$ cat config.mk
export PLATFORM = sky130hd
export DESIGN_NAME = dfs_sqrt
export DESIGN_NICKNAME = d
export VERILOG_FILES = /design/src/sv/dfs_sqrt.sv
export SDC_FILE = /design/constraint.sdc
export NUM_CORES = 2
export LEC_CHECK = 0
export BUFFER_PORTS_ARGS = -buffer_cell sky130_fd_sc_hd__buf_2
export CAP_MARGIN = 20
export CORE_ASPECT_RATIO = 1.5
export CORE_MARGIN = 2
export CORE_UTILIZATION = 35
export CTS_CLUSTER_SIZE = 12
export DETAILED_ROUTE_END_ITERATION = 16
export PLACE_DENSITY = 0.55
export SKIP_CTS_REPAIR_TIMING = 1
export SKIP_LAST_GASP = 1
export SYNTH_ARGS = -nofsm -noshare
export SYNTH_HDL_FRONTEND = slang
export SYNTH_SLANG_ARGS = --single-unit
$ cat constraint.sdc
create_clock -name i_clk -period 6.4 [get_ports i_clk]
set_input_delay 0.32 -clock i_clk [delete_from_list [all_inputs] [get_ports i_clk]]
set_output_delay 0.32 -clock i_clk [all_outputs]
set_load 0.005 [all_outputs]
$ cat src/sv/dfs_sqrt.sv
`timescale 1ns / 1ps
// floor square root, two radicand bits per stage
module dfs_sqrt #(
    parameter int RW = 31
) (
    input  logic            i_clk,
    input  logic            i_en,
    input  logic [2*RW-1:0] i_rad,
    output logic [RW-1:0]   o_root
);
    logic [RW+1:0]   r_rem  [RW];
    logic [RW-1:0]   r_root [RW];
    logic [2*RW-1:0] r_rad  [RW];

    genvar k;
    generate
        for (k = 0; k < RW; k++) begin : g_step
            logic [RW+1:0]   w_rem_in;
            logic [RW-1:0]   w_root_in;
            logic [2*RW-1:0] w_rad_in;
            logic [RW+1:0]   w_trial;
            logic [RW+1:0]   w_test;
            logic            w_ge;

            if (k == 0) begin : g_first
                assign w_rem_in  = '0;
                assign w_root_in = '0;
                assign w_rad_in  = i_rad;
            end else begin : g_next
                assign w_rem_in  = r_rem[k-1];
                assign w_root_in = r_root[k-1];
                assign w_rad_in  = r_rad[k-1];
            end

            assign w_trial = {w_rem_in[RW-1:0], w_rad_in[2*RW-1 -: 2]};
            assign w_test  = {w_root_in, 2'b01};
            assign w_ge    = (w_trial >= w_test);

            always_ff @(posedge i_clk) begin
                if (i_en) begin
                    r_rem[k]  <= w_ge ? (w_trial - w_test) : w_trial;
                    r_root[k] <= RW'({w_root_in, w_ge});
                    r_rad[k]  <= w_rad_in << 2;
                end
            end
        end
    endgenerate

    assign o_root = r_root[RW-1];

endmodule

== Yosys cells after proc, flatten, opt, wreduce, memory -nomap -nowiden ==
Memories as Yosys holds them, arrays and structs flattened.
Index checks and enable logic that the tools add are counted.
Storage, ports and cells
  flip-flop bits (word level): 0
  bits in writable memories: 3844
  input port bits: 64
  logic and storage cells: 98
  memories kept: 3
Cells by class
  $add $sub $neg: 31
  order comparisons: 31
  muxes and demuxes: 33
Memories
  r_rad: words 31, bits a word 60, read ports 30, clocked after Yosys merged registers in 0, wr ports 31, RTL line 13  | logic [2*RW-1:0] r_rad [RW];
  r_rem: words 31, bits a word 33, read ports 30, clocked after Yosys merged registers in 0, wr ports 31, RTL line 11  | logic [RW+1:0] r_rem [RW];
  r_root: words 31, bits a word 31, read ports 31, clocked after Yosys merged registers in 0, wr ports 31, RTL line 12  | logic [RW-1:0] r_root [RW];
Operators by type and width (number)
  33-bit 2-to-1 mux: 31
  33-bit greater-or-equal comparator: 30
  33-bit subtractor: 30
  2-bit by 1-bit subtractor with 3-bit output, second input constant: 1
  2-bit by 1-bit greater-or-equal comparator with 1-bit output, second input constant: 1
  1-bit 2-to-1 mux: 2

== Depth between registers and ports, before layout ==
An unclocked memory read counts as a cell.
  depth after elaboration: 3
  depth in mapped cells: 15

== Least setup slack after synthesis ==
No wires, ideal clock.
  path kind: reg-to-reg
  from: mem r_rem[0][207] (netlist bit)
  to: mem r_rem[0][231] (netlist bit), data pin
  arrival time: 3.687 ns
  required time: 6.142 ns
  setup slack: 2.456 ns
  stages on the path, launching flop included: 11
  clock period less this slack: 3.944 ns
  cell sequence: edfxtp_1 or4_4 or4_4 or3_4 or3_4 or4_4 or4_1 or2_4 buf_6 buf_12 xnor2_2
RTL lines (RTL line)
  from (decl): 11

==> results.md <==
* **Chip Width** 455 um
* **arrival time of data at the critical path endpoint** 4.96 ns
* **result of the run** complete, no violations
* **DRC marker count from the first detailed-route iteration** 3868
* **DP Wirelength** 186000 um
* **count of unique library cells instantiated by Yosys** 85
* **required time at the worst-slack endpoint** 7.03 ns
* **critical path class** register to register
* **Worst Clk Skew** 0.0684 ns
* **crit path max fanout** 5
* **CP Capture Type** register
* **count of flip-flops with a built-in enable after synthesis** 2313
* **via count normalized by instance count** 5.04
* **WP depth** 12
* **placement row count** 248
* **final-report max-slew violation count** 0
* **Yosys warning total** 0
* **via total after detailed routing** 63800
* **maximum number of pins on one net before global-route repair** 195
* **number of nets at the end of the flow** 9096
* **static leakage** 45.7 nW
* **Largest delay share family, worst path** compound AO/OA/AOI/OAI gates
* **routed length per placed instance** 19.9 um
* **setup repair after global routing missed its margin** no
* **count of mapped cells out of synthesis** 8187
* **mean cell area of the mapped netlist** 13.1 sq um
* **max-cap violations** 0
* **most frequently used flop master after synthesis** edfxtp_1
* **number of top-level design ports** 95
* **# port buffers** 94
* **routed wire length** 252000 um
* **synthesized net count** 8779
* **number of cells on the worst reg-to-reg path** 12
* **final hold violations** 0
* **overall fraction of global-route tracks in use** 0.159
* **critical path startpoint category** register
* **endpoints failing setup** 0
* **clock tree from TritonCTS** done
* **maximum cell stage delay along the critical path** 0.80 ns
* **die outline height** 681 um
* **vias in the first global route** 65900
* **number of buffers inserted during clock tree synthesis** 243
* **actual slew at the worst max-slew pin** 1.13 ns
* **area of the mapped netlist** 107000 sq um
* **class of the tightest hold or removal check** input port to register
* **worst-skew pair later-pin latency** 0.93 ns
* **buffers and inverters on the worst path** 1
* **Max-slew headroom** 0.238
* **total negative setup slack** 0 ns
* **DRC violation count after routing** 0
* **post-placement worst setup slack** 2.10 ns
* **clock net sink count** 2313
* **share of the clock period used by the worst path after layout** 0.677
* **slowest stage cell, crit path** or4b_2
* **deepest level of the CTS H-tree** 4
* **number of detailed-routing iterations run before antenna repair** 5
* **fraction of the yosys area taken by sequential cells** 0.649
* **Longest Clk Path Bufs** 4
* **initial core utilization** 0.352
* **area overhead of the layout relative to synthesis** 12.7%
* **clock edge transition at the registers on the reported setup and hold paths** 0.06 ns
* **Die Footprint** 310000 sq um
* **power density over the cells** 360 nW/um^2
* **min setup slack post-route** 2.07 ns
* **cell breakdown of the critical path** ha_1 > o21a_1 > o21a_1 > o2111ai_1 > a31oi_1 > a31oi_1 > buf_4 > o21ai_0 > a311oi_4 > or4b_2 > nor4_1 > xor2_1
* **antenna violations before repair** 5
* **global route overflow** 0
* **final weighted congestion in routability-driven placement** 0.951
* **Final Critical Period** 4.33 ns
* **hold path cells** 2
* **maximum ir drop on the vdd rail** 0.000232 V
* **Async S/R FF share, synth** 0
* **fraction of final layout cells with drive strength greater than 1** 0.0724
* **timing-limited maximum frequency** 231 MHz
* **Seq cells post-synth** 2313
* **buffer type at the clock tree root** clkbuf_16
* **Core Region** 304000 sq um
* **first-pass GRT wire length** 382000 um
* **number of nets with antenna violations after detailed routing** 0
==> placed cells by master (no fill, tap or decap), drive strengths merged, types with 291 or more instances in the layout <==
| master | count |
|---|---|
| xor2 | 356 |
| clkbuf | 291 |
| nand2 | 520 |
| edfxtp | 2313 |
| xnor2 | 394 |
| o21ai | 398 |
| a21oi | 523 |
| ha | 528 |
| inv | 675 |
| nor2 | 510 |
==> metrics by stage <==
stage	cell area [sq um]	total power [mW]	hold slack (ns)	util	instances
after floorplan	107000	27.0	0.400	-	8187
after global placement	113000	30.3	0.400	0.370	12200
after detailed placement	113000	30.4	0.405	0.370	12200
after CTS	120000	44.0	-0.530	0.394	12600
after global routing	121000	45.6	0.0568	0.396	12700
final	121000	43.3	0.113	0.396	12700
==> worst reg2reg max path: stages (launching register included) <==
cell and delay, ns:
edfxtp_1 0.41, ha_1 0.36, o21a_1 0.16, o21a_1 0.18, o2111ai_1 0.15, a31oi_1 0.47, a31oi_1 0.15, buf_4 0.19
o21ai_0 0.60, a311oi_4 0.18, or4b_2 0.80, nor4_1 0.28, xor2_1 0.10
==> synth_stat cells, drive strengths merged (18+ instances only) <==
cell / number / share of area
a211oi: 33 / 0.0023
or3: 69 / 0.0041
edfxtp: 2313 / 0.65
and2: 25 / 0.0015
a21o: 238 / 0.017
and3: 46 / 0.0027
nor2b: 76 / 0.0044
nor3: 197 / 0.0092
nor2: 510 / 0.018
nand3b: 19 / 0.0014
o21ai: 398 / 0.019
o31ai: 40 / 0.0028
a21oi: 523 / 0.025
or4: 44 / 0.0032
a31oi: 65 / 0.0038
clkbuf: 134 / 0.0047
mux2: 89 / 0.0094
nor4: 108 / 0.0065
o21bai: 39 / 0.0027
o21a: 94 / 0.0066
xor2: 356 / 0.029
nand3: 147 / 0.0069
ha: 528 / 0.062
xnor2: 394 / 0.032
inv: 669 / 0.023
or2: 29 / 0.0017
nand2: 520 / 0.018
nand2b: 93 / 0.0054
o211ai: 21 / 0.0015
nand4: 104 / 0.0061
a31o: 18 / 0.0015
==> registers in the layout, summed over array words and instances (netlist names) <==
register,flops
r_rad,930
r_root,496
r_rem,887
==> routing by layer <==
layer | routed length (um) | GRT usage | up-vias | share of wire
met5 | 0 | 0 | - | 0
met4 | 15300 | 0.0899 | 0 | 0.061
met3 | 7290 | 0.0204 | 575 | 0.029
met2 | 147000 | 0.332 | 1197 | 0.58
met1 | 82500 | 0.142 | 31100 | 0.33
li1 | - | - | 30900 | -
==> power by group <==
group,internal [mW],total [mW],switching (mW)
clock network,7.51,13.2,5.73
logic,3.90,9.44,5.53
registers,19.3,20.7,1.39
==> kinds of logic after synthesis <==
group / Yosys count / synth area share
AOI/OAI and AO/OA: 1630 / 0.0944
xor gates and xnor gates: 750 / 0.0615
adders and majority gates: 528 / 0.0617
buffers and inverters: 820 / 0.0290
DFF: 2313 / 0.649
muxes: 94 / 0.00983
other: 1 / 0.0000350
and+or+nand+nor: 2051 / 0.0944
==> final cells by class <==
cell class / count / area [sq um]
fill: 28500 / 184000
sequential: 2313 / 69500
multi-input combinational: 5054 / 34600
clock buffer: 290 / 6280
tap: 4000 / 5000
inverter: 670 / 2510
timing repair buffer: 222 / 1790
clock inverter: 93 / 895
antenna: 19 / 47.5
==> path summary, 6_finish.rpt <==
check / startpoint / end / slack (ns)
worst max-delay path: r_rem[1][0] / r_rem[1][63] / 2.07
worst min-delay path: i_rad[13] / r_rad[0][13] / 0.11
worst max register to register: r_rem[1][0] / r_rem[1][63] / 2.07
worst min register to register: r_rad[11][51] / r_rad[12][53] / 0.36
No activity file was read; power rests on OpenSTA's default activity.
