===== src/sv/dfs_div.sv =====
`timescale 1ns / 1ps
// restoring divider, one quotient bit per stage; needs i_num < i_den << QW
module dfs_div #(
    parameter int NW = 32,
    parameter int DW = 16,
    parameter int QW = 32
) (
    input  logic          i_clk,
    input  logic          i_en,
    input  logic [NW-1:0] i_num,
    input  logic [DW-1:0] i_den,
    output logic [QW-1:0] o_quo
);
    logic [DW+NW-1:0] w_ext;
    logic [DW-1:0]    r_rem [QW];
    logic [DW-1:0]    r_den [QW];
    logic [QW-1:0]    r_quo [QW];
    logic [QW-1:0]    r_low [QW];

    assign w_ext = {{DW{1'b0}}, i_num};

    genvar k;
    generate
        for (k = 0; k < QW; k++) begin : g_step
            logic [DW-1:0] w_rem_in;
            logic [DW-1:0] w_den_in;
            logic [QW-1:0] w_quo_in;
            logic [QW-1:0] w_low_in;
            logic [DW:0]   w_trial;
            logic          w_ge;

            if (k == 0) begin : g_first
                assign w_rem_in = w_ext[QW +: DW];
                assign w_den_in = i_den;
                assign w_quo_in = '0;
                assign w_low_in = i_num[QW-1:0];
            end else begin : g_next
                assign w_rem_in = r_rem[k-1];
                assign w_den_in = r_den[k-1];
                assign w_quo_in = r_quo[k-1];
                assign w_low_in = r_low[k-1];
            end

            assign w_trial = {w_rem_in, w_low_in[QW-1]};
            assign w_ge    = (w_trial >= {1'b0, w_den_in});

            always_ff @(posedge i_clk) begin
                if (i_en) begin
                    r_rem[k] <= w_ge ? DW'(w_trial - {1'b0, w_den_in}) : w_trial[DW-1:0];
                    r_den[k] <= w_den_in;
                    r_quo[k] <= QW'({w_quo_in, w_ge});
                    r_low[k] <= w_low_in << 1;
                end
            end
        end
    endgenerate

    assign o_quo = r_quo[QW-1];

endmodule


===== config.mk =====
export PLATFORM = sky130hd
export DESIGN_NAME = dfs_div
export DESIGN_NICKNAME = d
export VERILOG_FILES = /design/src/sv/dfs_div.sv
export SDC_FILE = /design/constraint.sdc
export NUM_CORES = 2
export LEC_CHECK = 0
export ABC_AREA = 0
export BUFFER_PORTS_ARGS = -buffer_cell sky130_fd_sc_hd__buf_2
export CAP_MARGIN = 0
export CORE_MARGIN = 1
export CORE_UTILIZATION = 55
export DETAILED_ROUTE_END_ITERATION = 7
export HOLD_SLACK_MARGIN = 0.15
export PLACE_DENSITY = 0.74
export SYNTH_ARGS = -nofsm -noshare
export SYNTH_HDL_FRONTEND = slang
export SYNTH_SLANG_ARGS = --single-unit

===== constraint.sdc =====
create_clock -name i_clk -period 3.27 [get_ports i_clk]
set_clock_uncertainty 0.2 [all_clocks]
set_input_delay 0.1635 -clock i_clk [delete_from_list [all_inputs] [get_ports i_clk]]
set_output_delay 0.1635 -clock i_clk [all_outputs]
set_load 0.02 [all_outputs]

* After elaboration in Yosys (flattened, before gate mapping)
Memories as Yosys holds them, arrays and structs flattened.
Index checks and enable logic that the tools add are counted.
** Storage, ports and cells
- Bits of input ports :: 50
- Memory bits (writable) :: 3040
- Output and inout port bits :: 32
- Word-level logic and storage cells :: 102
- Bits in registers :: 0
- Memories :: 4
** Operators by class
- Add/sub/neg operators :: 32
- Muxes and demuxes :: 34
- $lt $le $gt $ge :: 32
** Memory list
- r_quo :: depth 32, width 32, rd ports 32, clocked after Yosys merged registers in 0, write ports 32, line 17 : logic [QW-1:0] r_quo [QW];
- r_low :: depth 32, width 31, rd ports 31, clocked after Yosys merged registers in 0, write ports 32, line 18 : logic [QW-1:0] r_low [QW];
- r_den :: depth 32, width 16, rd ports 31, clocked after Yosys merged registers in 0, write ports 32, line 16 : logic [DW-1:0] r_den [QW];
- r_rem :: depth 32, width 16, rd ports 31, clocked after Yosys merged registers in 0, write ports 32, line 15 : logic [DW-1:0] r_rem [QW];
** Operator list (count)
- $ge A17 B16 Y1 :: 31
- $mux W16 :: 32
- $sub A16 B16 Y16 :: 31
- $ge A1 B16 Y1 :: 1
- $sub A1 B16 Y16 :: 1
- $mux W1 :: 2

* Longest topological paths before layout
An unclocked memory read counts as a cell.
- Depth in word-level cells :: 3
- Depth in mapped cells :: 12
- Gate-level depth less buffers :: 11

* Least setup slack after synthesis
OpenSTA, ideal clock, no wires.
- Kind :: flip-flop to flip-flop
- From :: mem r_den[10][1] (netlist: r_den[5][1])
- To :: mem r_rem[11][8] (netlist: r_rem[0][184]) (data pin)
- Slack :: -0.050 ns
- Library setup time :: 0.260 ns
- Cell stages (with the launch flop) :: 12
- Buffers on the path :: 1
- Period minus slack after synthesis :: 3.320 ns
- Required time :: 2.810 ns
- Arrival time :: 2.860 ns
- Path through :: edfxtp_1 -> inv_1 -> ha_1 -> nor2b_1 -> o2111ai_1 -> a21boi_2 -> o32ai_4 -> o21ai_2 -> o2111a_1 -> a2111oi_4 -> buf_6 -> mux2_4
** RTL lines (line)
- from (decl) :: 16
- to (decl) :: 15

==> impl_metrics.ini <==
[outcome]
status = finished clean

[synthesis]
synth-adder-area-share_pct = 7.62
syn_nets = 6878
synth-main-ff-cell = edfxtp_1
seq_area_frac_synth_pct = 67.5
synth_mux_area_share_pct = 3.41
synth_top_area_share_pct = 67.5
synth_top_family_by_area = compound AO/OA/AOI/OAI gates
synthXorXnorAreaFrac_pct = 3.17
yosys_warnings = 0
yosys.area_share.simple_pct = 6.17
synth.avg_cell_area_sq_um = 14.2
synth_area_leaders = edfxtp_1 68%, ha_1 6.9%, mux2_2 3.0%
yosys.cell_types.count = 86
yosys_register_bits = 2016
async_reset_ff_share_pct = 0
synth_edf_count = 2016
synth_compound_area_share_pct = 9.26
synth_top_area_cell = edfxtp_1
syn-cell-area_sq_um = 89700
synth_cells = 6300

[final_layout]
ff_latch_area_sq_um = 60500
multi_input_area_sq_um = 26900
num_antenna_cells = 0
layout_commonest_cell = edfxtp_1
layout.nets = 7371
drive_above_1_share_pct = 12.9
layout.cells.non_filler = 9120
num-fill-cells = 11796
areaGrowthSynthToFinish_pct = 14.0
stdcell_area_sq_um = 102000
final_cell_mix = 2016 x edfxtp_1, 601 x inv_1, 494 x ha_1, 416 x a21oi_1, 395 x nor2_1

[power_and_ir_drop]
power_mw = 94.1
power_switching_share_pct = 31.6
power_frac_comb_pct = 35.7
p_per_area_nw_per_um2 = 921
irDropWorstVdd_mv = 0.646
p_seq_share_pct = 40.2
leakagePower_nw = 39.3
clockPowerShare_pct = 24.1
switchingPower_mw = 29.8
p_int_mw = 64.4

[worst_setup_path]
worstPathRequired_ns = 3.65
r2r_cells = 11
crit_start = r_rem[0][160]$_DFFE_PP_
crit_type = reg -> reg
reg2reg_from = r_rem[0][160]$_DFFE_PP_
end_kind = register
crit_end = r_rem[0][186]$_DFFE_PP_
worst-path-max-fanout = 8
start_kind = register
arrival_ns = 3.59
timing.rr.end = r_rem[0][186]$_DFFE_PP_
ff2ff_setup_slack_ns = 0.06

[drt]
drc = 0
avgViaCountPerCell = 5.52
dr.pass1.iters = 8
routed_wl_mm = 160
antenna_left = 0
wire_per_inst_um = 17.6
num_vias = 50313
drtIter0Drc = 3559

[timing]
setup_tns_ns = 0
setup_violations = 0
hold_viol_final = 0
worst_pin_slew_ns = 0.775
period_needed_ns = 3.21
post-route-period-util_pct = 98.3
worst_slack_ns = 0.0569
relSlewSlack_pct = 47.6
fmax_mhz = 311
rsz0062_at_grt = true
drv_slew = 0

[grt]
grt_max_degree = 135
gr-usage-all-layers_pct = 19.5
top_usage_layer = met2
use_met3_pct = 3.04
grt.overflow.total = 0
use_met2_pct = 33.0
antenna_found_initial = 0
grt_pass1_wl_mm = 257
grt_pass1_vias = 49825
grt_use_met1_pct = 25.5

[cts]
cts_tree = done
clock_sinks = 2016
path_clk_slew_ns = 0.06
clockBufferDepth = 3
root_buffer = clkbuf_16
clk_latency_ns = 0.83
cts_max_level = 4
cts_made_buffers = 203

[place]
hpwl_mm = 110
dp.cells = 8633
place_ws_ns = -0.0960
place_area_sq_um = 94300
io_buffer_count = 81
gp_congestion = 0.911

[floorplan]
die_w_um = 406
die_h_um = 406
die_area_sq_um = 165000
initial_core_util_pct = 55.6
ios = 82
core_sq_um = 161000
rows = 147

[min_path]
min_path_cells = 2
hold_class = in -> reg

[run]
drv_cap = 0
## synth_stat cells (89+ instances only)
library cell	number
edfxtp_1	2016
nor2b_1	89
xnor2_1	196
nand2_1	251
o21ai_0	291
ha_1	498
xor2_1	129
inv_1	603
mux2_2	238
a21oi_1	419
nor2_1	395
o21a_1	107
nor3_1	97
a21o_1	117
## critical path, cell delays in order, from the launching register on
cell and delay (ns):
edfxtp_1 0.43, ha_4 0.27, nor2b_4 0.13, o2111ai_2 0.24
a21boi_2 0.12, o32ai_4 0.28, o21ai_2 0.11, o2111a_1 0.27
a2111oi_4 0.26, buf_4 0.21, clkbuf_16 0.16, mux2_4 0.29
## stage by stage
stage | utilization [%] | hold WS [ns]
after floorplan | - | 0.0624
after global placement | 58.4 | 0.141
after detailed placement | 58.4 | 0.142
after CTS | 63.1 | 0.154
after global routing | 63.4 | 0.174
final | 63.4 | 0.200
## power by group through the flow
stage	Combinational (mW)	Sequential (mW)	Clock [mW]
finish	33.6	37.9	22.7
floorplan	24.7	37.2	0
CTS	32.9	37.9	23.3
detailed placement	32.5	38.4	0
global placement	31.6	38.4	0
global route	37.3	38.3	24.3
## how the worst min path moves through the flow
stage | startpoint | end | slack [ns]
6_report | i_en | r_low[0][1]$_DFFE_PP_ | 0.20
2_1_floorplan | i_den[0] | r_den[0][0]$_DFFE_PP_ | 0.06
3_5_place_dp | i_num[17] | r_low[0][17]$_DFFE_PP_ | 0.14
5_1_grt | i_en | r_low[0][1]$_DFFE_PP_ | 0.17
4_1_cts | i_en | r_low[0][1]$_DFFE_PP_ | 0.15
3_3_place_gp | i_num[16] | r_low[0][16]$_DFFE_PP_ | 0.14
## what timing repair did
| action | 4_1_cts | 5_1_grt |
|---|---|---|
| pin swaps | 0 | 17 |
| gates cloned | 0 | 2 |
| hold buffers | 98 | 0 |
| resized for setup | 4 | 55 |
| endpoints found under the hold margin | 2075 | 0 |
| setup endpoints to repair | 39 | 181 |
| buffers inserted | 0 | 15 |
## per-layer routing
metal / wire (um) / vias to the layer above
met3: 6360 / 317
li1: - / 24576
met5: 0 / -
met1: 70200 / 24386
met4: 4740 / 0
met2: 79100 / 1034
## logic make-up (layout without fill, tap and decap cells)
| group | count (synthesis) | after routing |
|---|---|---|
| flops | 2016 | 2016 |
| buf+inv | 676 | 1336 |
| mux | 272 | 272 |
| xor+xnor | 325 | 325 |
| fa+ha+maj | 528 | 528 |
| simple gates | 1168 | 1168 |
| compound gates | 1315 | 1315 |
## flip-flops by register name (all words and copies together) (netlist names)
name	cells
r_quo	528
r_den	496
r_low	496
r_rem	496
## final cells by class
cell class	count	area share, %
clock inverters	129	1.26
multi-input cells	3608	26.3
clock buffers	243	5.12
flip-flops and latches	2016	59.2
well taps	2160	2.64
inverters	603	2.21
repair buffers	361	3.19
(Power assumes the default switching activity.)
