===== config.mk =====
export PLATFORM = sky130hd
export DESIGN_NAME = dfs_pipe
export DESIGN_NICKNAME = d
export VERILOG_FILES = /design/src/sv/dfs_pipe.sv
export SDC_FILE = /design/constraint.sdc
export NUM_CORES = 1
export LEC_CHECK = 0
export ABC_AREA = 1
export BUFFER_PORTS_ARGS = -buffer_cell sky130_fd_sc_hd__buf_2
export CORE_MARGIN = 1
export CORE_UTILIZATION = 40
export DETAILED_ROUTE_END_ITERATION = 16
export SLEW_MARGIN = 20
export SYNTH_ARGS = -nofsm -noshare
export SYNTH_HDL_FRONTEND = slang
export SYNTH_SLANG_ARGS = --single-unit

===== constraint.sdc =====
create_clock -name i_clk -period 0.8 [get_ports i_clk]
set_input_delay 0.08 -clock i_clk [delete_from_list [all_inputs] [get_ports i_clk]]
set_output_delay 0.08 -clock i_clk [all_outputs]
set_load 0.03 [all_outputs]

===== src/sv/dfs_pipe.sv =====
`timescale 1ns / 1ps
module dfs_pipe #(
    parameter int W = 8,
    parameter int N = 4
) (
    input  logic         i_clk,
    input  logic         i_en,
    input  logic [W-1:0] i_d,
    output logic [W-1:0] o_q
);
    logic [W-1:0] r_stage [N];

    genvar k;
    generate
        for (k = 0; k < N; k++) begin : g_stage
            always_ff @(posedge i_clk) begin
                if (i_en) begin
                    r_stage[k] <= (k == 0) ? i_d : r_stage[(k == 0) ? 0 : k-1];
                end
            end
        end
    endgenerate

    assign o_q = r_stage[N-1];

endmodule


; ---- Yosys cells after proc, flatten, opt, wreduce, memory -nomap -nowiden
; Memories as Yosys holds them, arrays and structs flattened.
; Cells that the tools add are included.
[totals]
mem_bits_rw = 32
out_inout_bits = 8
register_bits = 0
input_bits = 10
wordCells = 3
n_memories = 1
[mem_list]
columns = name, depth, width, rd, rd_ports_with_merged_regs, write_ports, line
row1 = r_stage, 4, 8, 4, 0, 4, 11  ; logic [W-1:0] r_stage [N];
[op_classes]
muxes = 2
[ops]
columns = op, n
row1 = $mux W1, 2

; ---- Longest topological paths before layout
; Gate-level depths: netlist of the first run.
[depth]
depth_word = 2
depth_mapped = 0
ltp_nobuf = 0

; ---- Least setup slack after synthesis of the first run
; OpenSTA, ideal clock, no wires.
[synth_path]
path_type = flip-flop to flip-flop
from = memory r_stage[0][0]
to = memory r_stage[1][0], data pin
stages_incl_launch_ff = 1
period_less_slack_ns = 0.589
path_buffers = 0
setup_ns = 0.266
required_ns = 0.534
arrival_time_ns = 0.323
slack_ns = 0.211
cell_sequence = edfxtp_1
[synth_lines]
columns = item, line
row1 = start: declaration, 11

==> results of run 1 <==
[placed cells by master (no fill, tap or decap)]
| cell type | n |
|---|---|
| edfxtp_1 | 32 |
| buf_2 | 9 |
| dlygate4sd3_1 | 8 |
| buf_6 | 8 |
| clkbuf_4 | 5 |
| clkbuf_1 | 2 |
| clkinv_1 | 1 |
| buf_12 | 1 |
[final timing paths]
| path | cells after the start | endpoint | slack, ps |
|---|---|---|---|
| max | 1 | o_q[5] | -120 |
| min | 2 | r_stage[2][1] | 210 |
| max reg2reg | 0 | r_stage[3][0] | 160 |
| min reg2reg | 0 | r_stage[1][0] | 420 |
[routing by layer]
metal / share of wire / global-route usage / vias to the layer above
met5: 0 / 0 / -
met1: 0.41 / 0.0642 / 179
met4: 0 / 0.0694 / 0
met3: 0.059 / 0.0446 / 0
li1: - / - / 196
met2: 0.53 / 0.132 / 20
[where the power goes]
group	switching, mW	total (mW)	leakage, nW	internal [mW]
logic	0.0908	0.182	0.127	0.0914
clock network	0.460	0.798	0.0269	0.338
registers	0.0264	2.00	0.313	1.97
total	0.578	2.98	0.467	2.40
[final cells by class]
class                 count  area (um^2)  area share
Sequential cell          32          961       0.751
Timing Repair Buffer     26          235       0.184
Clock buffer              7         45.0      0.0352
Tap cell                 28         35.0      0.0274
Clock inverter            1         3.75     0.00293
[stage by stage]
stage | total power, mW | cell area (um^2)
2_1_floorplan | 2.08 | 961
5_1_grt | 3.09 | 1280
3_5_place_dp | 2.16 | 1100
3_3_place_gp | 2.15 | 1100
6_report | 2.98 | 1280
4_1_cts | 3.01 | 1280
[what timing repair did]
item,in CTS,in global routing
hold endpoints to repair,8,0
gates resized for setup,16,0
hold buffers,8,0
setup endpoints to repair,8,8
setup buffers,0,0
[logic make-up after synthesis]
group / count (synthesis)
DFF: 32
==> flow_metrics.tcl, run 1 <==
set metrics [dict create \
    ir_drop_mv 1.62 \
    worst_hold_path_type "input port to flip-flop" \
    drtAntennaViolNets 0 \
    instances_no_fill 94 \
    synthesized_flop_and_latch_total 32 \
    clockRootBuffer "clkbuf_4" \
    antenna_found_initial 0 \
    worst_ep_arrival_time_ps 840 \
    biggestRegsByFlops "r_stage: 32 flops" \
    post-place-cells 78 \
    synth_sequential_area_ratio 1.00 \
    setup_viol_count_final 8 \
    multiInputCombCellCount 0 \
    htree_levels 2 \
    core.rowCount 17 \
    synth_top_cells_by_area "edfxtp_1 (100%)" \
    grt_setup_unrepaired "true" \
    drv_cap 0 \
    synth.cells.most_frequent "edfxtp_1 (32)" \
    synthDominantAreaCellType "edfxtp_1" \
    slew_viol_final 0 \
    gpl.final_weighted_congestion 0.558 \
    critical_path.startpoint_type "flip-flop" \
    die_x_um 51.0 \
    violations "negative setup slack" \
    timing.critical_path.fanout_max 1 \
    fillers 179 \
    post_synthesis_xor_xnor_area_fraction 0 \
    routed_wl_um 880 \
    numPortBuffers 17 \
    synth_ff_type "edfxtp_1" \
    clock_tree.buffer_depth 2 \
    netlist_instances 32 \
    netlist_area_um2 961 \
    power_leakage_nw 0.467 \
    synthMuxAreaShare 0 \
    worstSetupPathType "flip-flop to output pin" \
    tritoncts "built" \
    initial_core_util 0.430 \
    cts_sinks 32 \
    largest-register "r_stage" \
    outcome "finished with violations" \
    worstPathRequired_ps 720 \
    regToRegStartpoint "r_stage[2][0]" \
    tritoncts.num_buffers 5 \
    max-slew-margin-rel 0.892 \
    fmax_mhz 1080 \
    power_density_nw_per_um2 2330 \
    final.period_utilization 1.15 \
    gr-usage-all-layers 0.0789 \
    total_nets_final 75 \
    dp_worst_setup_slack_ps 106 \
    insertion_delay_ps 310 \
    netlist.area_leader.share 1.00 \
    postLayoutCoreUtil 0.573 \
    worstPathCellList "buf_6" \
    largest_net_degree_at_the_start_of_global_routing 33 \
    largest_reg_flops 32 \
    post_synth_net_total 42 \
    grt_pass1_vias 341 \
    multi_input_area_um2 0 \
    synth_area_in_compound_gates 0 \
    drt-vias-per-instance 4.20 \
    routedWlPerCell_um 9.36 \
    worst_setup_path_startpoint "r_stage[3][5]" \
    hold_start "i_en" \
    global_route_overflow 0 \
    path_clk_slew_ps 90 \
    dr_total_vias 395 \
    drt_iter0_markers 7 \
    layout-drive-gt1-share 0.348 \
    setup_total_negative_slack_ps -933 \
    synth-edff-count 32 \
    global_route_wire_length_before_repair_um 1310 \
    slowest_stage "edfxtp_1" \
    hold_ws_ps 214 \
    timing.critical_path.buf_inv 1 \
    hold_viol 0 \
    synthesis.area_per_instance_um2 30.0 \
    synth_cell_type_count 1 \
    yosys.area_share.simple 0 \
    die_h_um 51.0 \
    floorplan.core_area_um2 2230 \
    arithmetic_cell_share_of_the_synthesized_area_counting_full_adders_half_adders_and_majority_gates 0 \
    async_flop_share 0 \
    antenna-diode-count 0 \
    yosysWarnings 0 \
    timing.final.ws_setup_ps -124 \
    post-route-drc-count 0 \
    areaGrowthSynthToFinish_pct 33.2 \
    detail_route.first_pass.iterations 4 \
    finClkSkew_ps 7.20 \
    critical-path-top-delay-family "flip-flops" \
    synthMostInstantiatedCell "edfxtp_1" \
    fp.dieArea_um2 2600 \
    timing.critical_path.slowest_cell_delay_ps 390 \
    layout_min_cycle_time_ps 924 \
    ios 18 \
    critical_path.endpoint_type "output pin" \
    worstMarginPinSlew_ps 162 \
]
(Power assumes the default switching activity.)
==> inputs of run 2 (changes only) <==
--- a/config.mk
+++ b/config.mk
@@ -10,6 +10,7 @@
 export CORE_MARGIN = 1
 export CORE_UTILIZATION = 40
 export DETAILED_ROUTE_END_ITERATION = 16
+export PLACE_DENSITY = 0.61
 export SLEW_MARGIN = 20
 export SYNTH_ARGS = -nofsm -noshare
 export SYNTH_HDL_FRONTEND = slang
==> run 2 against run 1 <==
The run still ends with negative setup slack left. Hold slack worse by 37 ps. Die area is the same. Non-clock buffer count rose by 1. Sequential share of layout area fell by 0.58 points. Sequential cell count unchanged. Cell count increased by 1.1%. Utilization increased by 0.45 points. Fmax shrank 2.3%. Register-to-register slack barely moved. Power increased by 0.75%. First-iteration DRC count is 43% higher. Clock power grew 2%. Critical endpoint is now o_q[3]. Largest cell class unchanged. Largest power group unchanged. Highest routed layer is now met4.
==> flow_metrics.tcl, run 2 (synthesized netlist as in run 1, its figures left out) <==
set metrics [dict create \
    outcome "finished with violations" \
    violations "negative setup slack" \
    hold_viol 0 \
    layout_min_cycle_time_ps 946 \
    routedWlPerCell_um 10.7 \
    antenna-diode-count 0 \
    core.rowCount 17 \
    tritoncts.num_buffers 5 \
    drv_cap 0 \
    final_common_cell "edfxtp_1" \
    total_nets_final 76 \
    worst_ep_arrival_time_ps 870 \
    hold_start "i_en" \
    drtAntennaViolNets 0 \
    worstMarginPinSlew_ps 131 \
    fp.dieArea_um2 2600 \
    multiInputCombCellCount 0 \
    htree_levels 2 \
    power_density_nw_per_um2 2330 \
    setup_viol_count_final 8 \
    path_clk_slew_ps 90 \
    global_route_overflow 0 \
    insertion_delay_ps 320 \
    worstSetupPathType "flip-flop to output pin" \
    numPortBuffers 17 \
    dp_worst_setup_slack_ps 115 \
    setup_total_negative_slack_ps -1080 \
    routed_wl_um 1020 \
    tritoncts "built" \
    antenna_found_initial 0 \
    fmax_mhz 1060 \
    top_library_cells_by_usage_in_the_layout_fill_and_taps_aside "edfxtp_1 (32), buf_2 (9), dlygate4sd3_1 (8), buf_6 (8), clkbuf_4 (5)" \
    ir_drop_mv 1.54 \
    finClkSkew_ps 5.35 \
    drt_iter0_markers 10 \
    layout-drive-gt1-share 0.388 \
    drt-vias-per-instance 4.21 \
    timing.critical_path.buf_inv 1 \
    ff_latch_area_um2 961 \
    clock_tree.buffer_depth 2 \
    timing.final.ws_setup_ps -146 \
    final.period_utilization 1.18 \
    gpl.final_weighted_congestion 0.570 \
    grt_pass1_vias 408 \
    clockRootBuffer "clkbuf_4" \
    areaGrowthSynthToFinish_pct 34.2 \
    grt_setup_unrepaired "true" \
    detail_route.first_pass.iterations 3 \
    initial_core_util 0.430 \
    die_x_um 51.0 \
    regToRegStartpoint "r_stage[1][6]" \
    max-slew-margin-rel 0.913 \
    worst_hold_path_type "input port to flip-flop" \
    largest-register "r_stage" \
    power_leakage_nw 0.477 \
    global_route_wire_length_before_repair_um 1680 \
    worstPathRequired_ps 720 \
    worst_setup_path_startpoint "r_stage[3][3]" \
    floorplan.core_area_um2 2230 \
    ios 18 \
    biggestRegsByFlops "r_stage: 32 flops" \
    fillers 182 \
    timing.critical_path.fanout_max 1 \
    timing.critical_path.slowest_cell_delay_ps 400 \
    cts_sinks 32 \
    gr-usage-all-layers 0.103 \
    critical_path.endpoint_type "output pin" \
    critical_path.startpoint_type "flip-flop" \
    worstPathCellList "buf_6" \
    dr_total_vias 400 \
    critical-path-top-delay-family "flip-flops" \
    largest_reg_flops 32 \
    die_h_um 51.0 \
    slew_viol_final 0 \
    post-route-drc-count 0 \
    slowest_stage "edfxtp_1" \
    largest_net_degree_at_the_start_of_global_routing 25 \
    multi_input_area_um2 0 \
    p_total_mw 3.00 \
]
-- run 2: cell types whose count changed in the layout (fill, tap and decap cells not counted) --
cell      previous run  this run
clkinv_2             0         2
buf_4                0         1
clkbuf_1             2         0
-- run 2: repair_timing --
| action | in CTS | in global routing |
|---|---|---|
| buffers inserted | 0 | 0 |
| setup endpoints to repair | 8 | 8 |
| gates cloned | 0 | 0 |
| resized for setup | 16 | 0 |
| hold endpoints to repair | 8 | 0 |
| hold buffers | 8 | 0 |
-- run 2: worst paths after layout --
check	to	slack [ps]	cells after the start
hold / removal	r_stage[2][5]	180	2
hold reg to reg	r_stage[1][4]	420	0
setup reg to reg	r_stage[2][6]	170	0
setup / recovery	o_q[3]	-150	1
-- run 2: where the power goes --
group	internal (mW)	total [mW]	switching, mW
Sequential	1.97	2.00	0.0280
Combinational	0.0946	0.188	0.0937
Clock	0.322	0.812	0.491
-- run 2: per-stage QoR --
| step | instance area (um^2) | cells | hold WS, ps | util |
|---|---|---|---|---|
| 2_1_floorplan | 961 | 32 | 179 | - |
| 3_5_place_dp | 1110 | 79 | 258 | 0.496 |
| 6_report | 1290 | 95 | 177 | 0.578 |
| 5_1_grt | 1290 | 95 | 169 | 0.578 |
| 4_1_cts | 1290 | 95 | 172 | 0.578 |
| 3_3_place_gp | 1110 | 79 | 256 | 0.496 |
-- run 2: final cells by class --
class / instances / share of cell area
flip-flops and latches: 32 / 0.745
clock inverters: 3 / 0.0107
clock buffers: 5 / 0.0291
repair buffers: 27 / 0.188
well taps: 28 / 0.0272
-- run 2: routing by layer --
layer	up-vias	global-route usage	part of all wire	routed length [um]
li1	197	-	-	-
met1	178	0.0969	0.43	436
met2	21	0.145	0.47	479
met3	4	0.0714	0.079	80
met4	0	0.0972	0.023	23
met5	-	0	0	0
==> inputs of run 3 (changes only) <==
--- a/config.mk
+++ b/config.mk
@@ -8,9 +8,9 @@
 export ABC_AREA = 1
 export BUFFER_PORTS_ARGS = -buffer_cell sky130_fd_sc_hd__buf_2
 export CORE_MARGIN = 1
-export CORE_UTILIZATION = 40
+export CORE_UTILIZATION = 51
 export DETAILED_ROUTE_END_ITERATION = 16
-export PLACE_DENSITY = 0.61
+export PLACE_DENSITY = 0.74
 export SLEW_MARGIN = 20
 export SYNTH_ARGS = -nofsm -noshare
 export SYNTH_HDL_FRONTEND = slang
==> run 3 against run 2 <==
The run still ends with negative setup slack left. Cell area rose by 0.48%. Die area fell by 21%. Power grew 0.34%. Hold slack improved by 17 ps. Setup slack improved by 5.9 ps. Register-to-register slack worse by 40 ps. Utilization grew 17 points. Count of clock-buffer cells in the layout grew 2. First-iteration DRC count rose by 10%. Global-route usage rose by 3.5 points. Non-clock buffer count stayed put. Sequential power hardly changed.
==> flow_metrics.tcl, run 3 (synthesized netlist as in run 1, its figures left out) <==
set metrics [dict create \
    fp.dieArea_um2 2060 \
    timing.critical_path.fanout_max 1 \
    hold_viol 0 \
    total_nets_final 76 \
    biggestRegsByFlops "r_stage: 32 flops" \
    grt_setup_unrepaired "true" \
    floorplan.core_area_um2 1750 \
    timing.critical_path.buf_inv 1 \
    multiInputCombCellCount 0 \
    insertion_delay_ps 310 \
    worst_hold_path_type "input port to flip-flop" \
    setup_total_negative_slack_ps -981 \
    layout_min_cycle_time_ps 940 \
    clockRootBuffer "clkbuf_4" \
    path_clk_slew_ps 90 \
    final.period_utilization 1.18 \
    clock_tree.buffer_depth 2 \
    setup_viol_count_final 8 \
    hold_ws_ps 195 \
    antenna_found_initial 0 \
    worstMarginPinSlew_ps 104 \
    top_library_cells_by_usage_in_the_layout_fill_and_taps_aside "edfxtp_1 (32), buf_2 (9), dlygate4sd3_1 (8), buf_6 (8), clkbuf_4 (5)" \
    worstPathRequired_ps 720 \
    ios 18 \
    drt-vias-per-instance 4.40 \
    finClkSkew_ps 2.96 \
    drv_cap 0 \
    die_h_um 45.4 \
    drtAntennaViolNets 0 \
    tritoncts "built" \
    postLayoutCellArea_um2 1300 \
    violations "negative setup slack" \
    postLayoutCoreUtil 0.743 \
    worstSetupPathType "flip-flop to output pin" \
    core.rowCount 15 \
    layout-drive-gt1-share 0.358 \
    routedWlPerCell_um 13.0 \
    dp_worst_setup_slack_ps 117 \
    die_x_um 45.4 \
    post-route-drc-count 0 \
    tritoncts.num_buffers 5 \
    regToRegStartpoint "r_stage[0][1]" \
    global_route_overflow 0 \
    critical-path-top-delay-family "flip-flops" \
    worst_setup_path_startpoint "r_stage[3][6]" \
    dr_total_vias 405 \
    global_route_wire_length_before_repair_um 1660 \
    outcome "finished with violations" \
    slew_viol_final 0 \
    placement.cell_area_um2 1120 \
    fmax_mhz 1060 \
    p_total_mw 3.01 \
    critical_path.startpoint_type "flip-flop" \
    max-slew-margin-rel 0.931 \
    post-cts-setup-buffer-count 0 \
    drt_iter0_markers 11 \
    post-place-cells 76 \
    multi_input_area_um2 0 \
    ir_drop_mv 1.92 \
    antenna-diode-count 0 \
    detail_route.first_pass.iterations 2 \
    numPortBuffers 17 \
    timing.critical_path.slowest_cell_delay_ps 400 \
    fillers 102 \
    largest_reg_flops 32 \
    gr-usage-all-layers 0.138 \
    largest-register "r_stage" \
    slowest_stage "edfxtp_1" \
    cts_sinks 32 \
    power_leakage_nw 0.476 \
    final_common_cell "edfxtp_1" \
    worst_ep_arrival_time_ps 860 \
    worstPathCellList "buf_6" \
    gpl.final_weighted_congestion 0.556 \
    instances_no_fill 92 \
    initial_core_util 0.551 \
    hold_start "i_en" \
    power_density_nw_per_um2 2320 \
    grt_pass1_vias 398 \
    htree_levels 2 \
    critical_path.endpoint_type "output pin" \
    timing.final.ws_setup_ps -140 \
    areaGrowthSynthToFinish_pct 34.9 \
    largest_net_degree_at_the_start_of_global_routing 19 \
    routed_wl_um 1200 \
]
==> run 3: what timing repair did <==
item,CTS,global route
pin swaps,0,0
gates resized for setup,16,0
endpoints found under the setup margin,8,8
hold endpoints to repair,8,0
hold buffers,8,0
==> run 3: final cells by class <==
cell class	count	area [um^2]	share of cell area
sequential	32	961	0.741
timing repair buffer	27	255	0.197
clock inverter	1	3.75	0.00290
clock buffer	7	45.0	0.0347
tap	25	31.3	0.0241
==> run 3: worst paths after layout <==
| path | end | slack (ps) | cells past startpoint |
|---|---|---|---|
| setup / recovery | o_q[6] | -140 | 1 |
| hold reg to reg | r_stage[3][2] | 430 | 0 |
| setup reg to reg | r_stage[1][1] | 130 | 0 |
| hold / removal | r_stage[0][5] | 190 | 2 |
==> run 3: report_power, final <==
| group | switching [mW] | internal, mW | leakage [nW] |
|---|---|---|---|
| logic | 0.0973 | 0.101 | 0.136 |
| clock network | 0.469 | 0.338 | 0.0269 |
| registers | 0.0331 | 1.97 | 0.313 |
==> run 3: layer usage <==
metal	vias up	track usage	wire (um)
met5	-	0	0
met4	0	0.109	17
met3	2	0.0635	66
met2	21	0.251	656
met1	185	0.106	456
li1	197	-	-
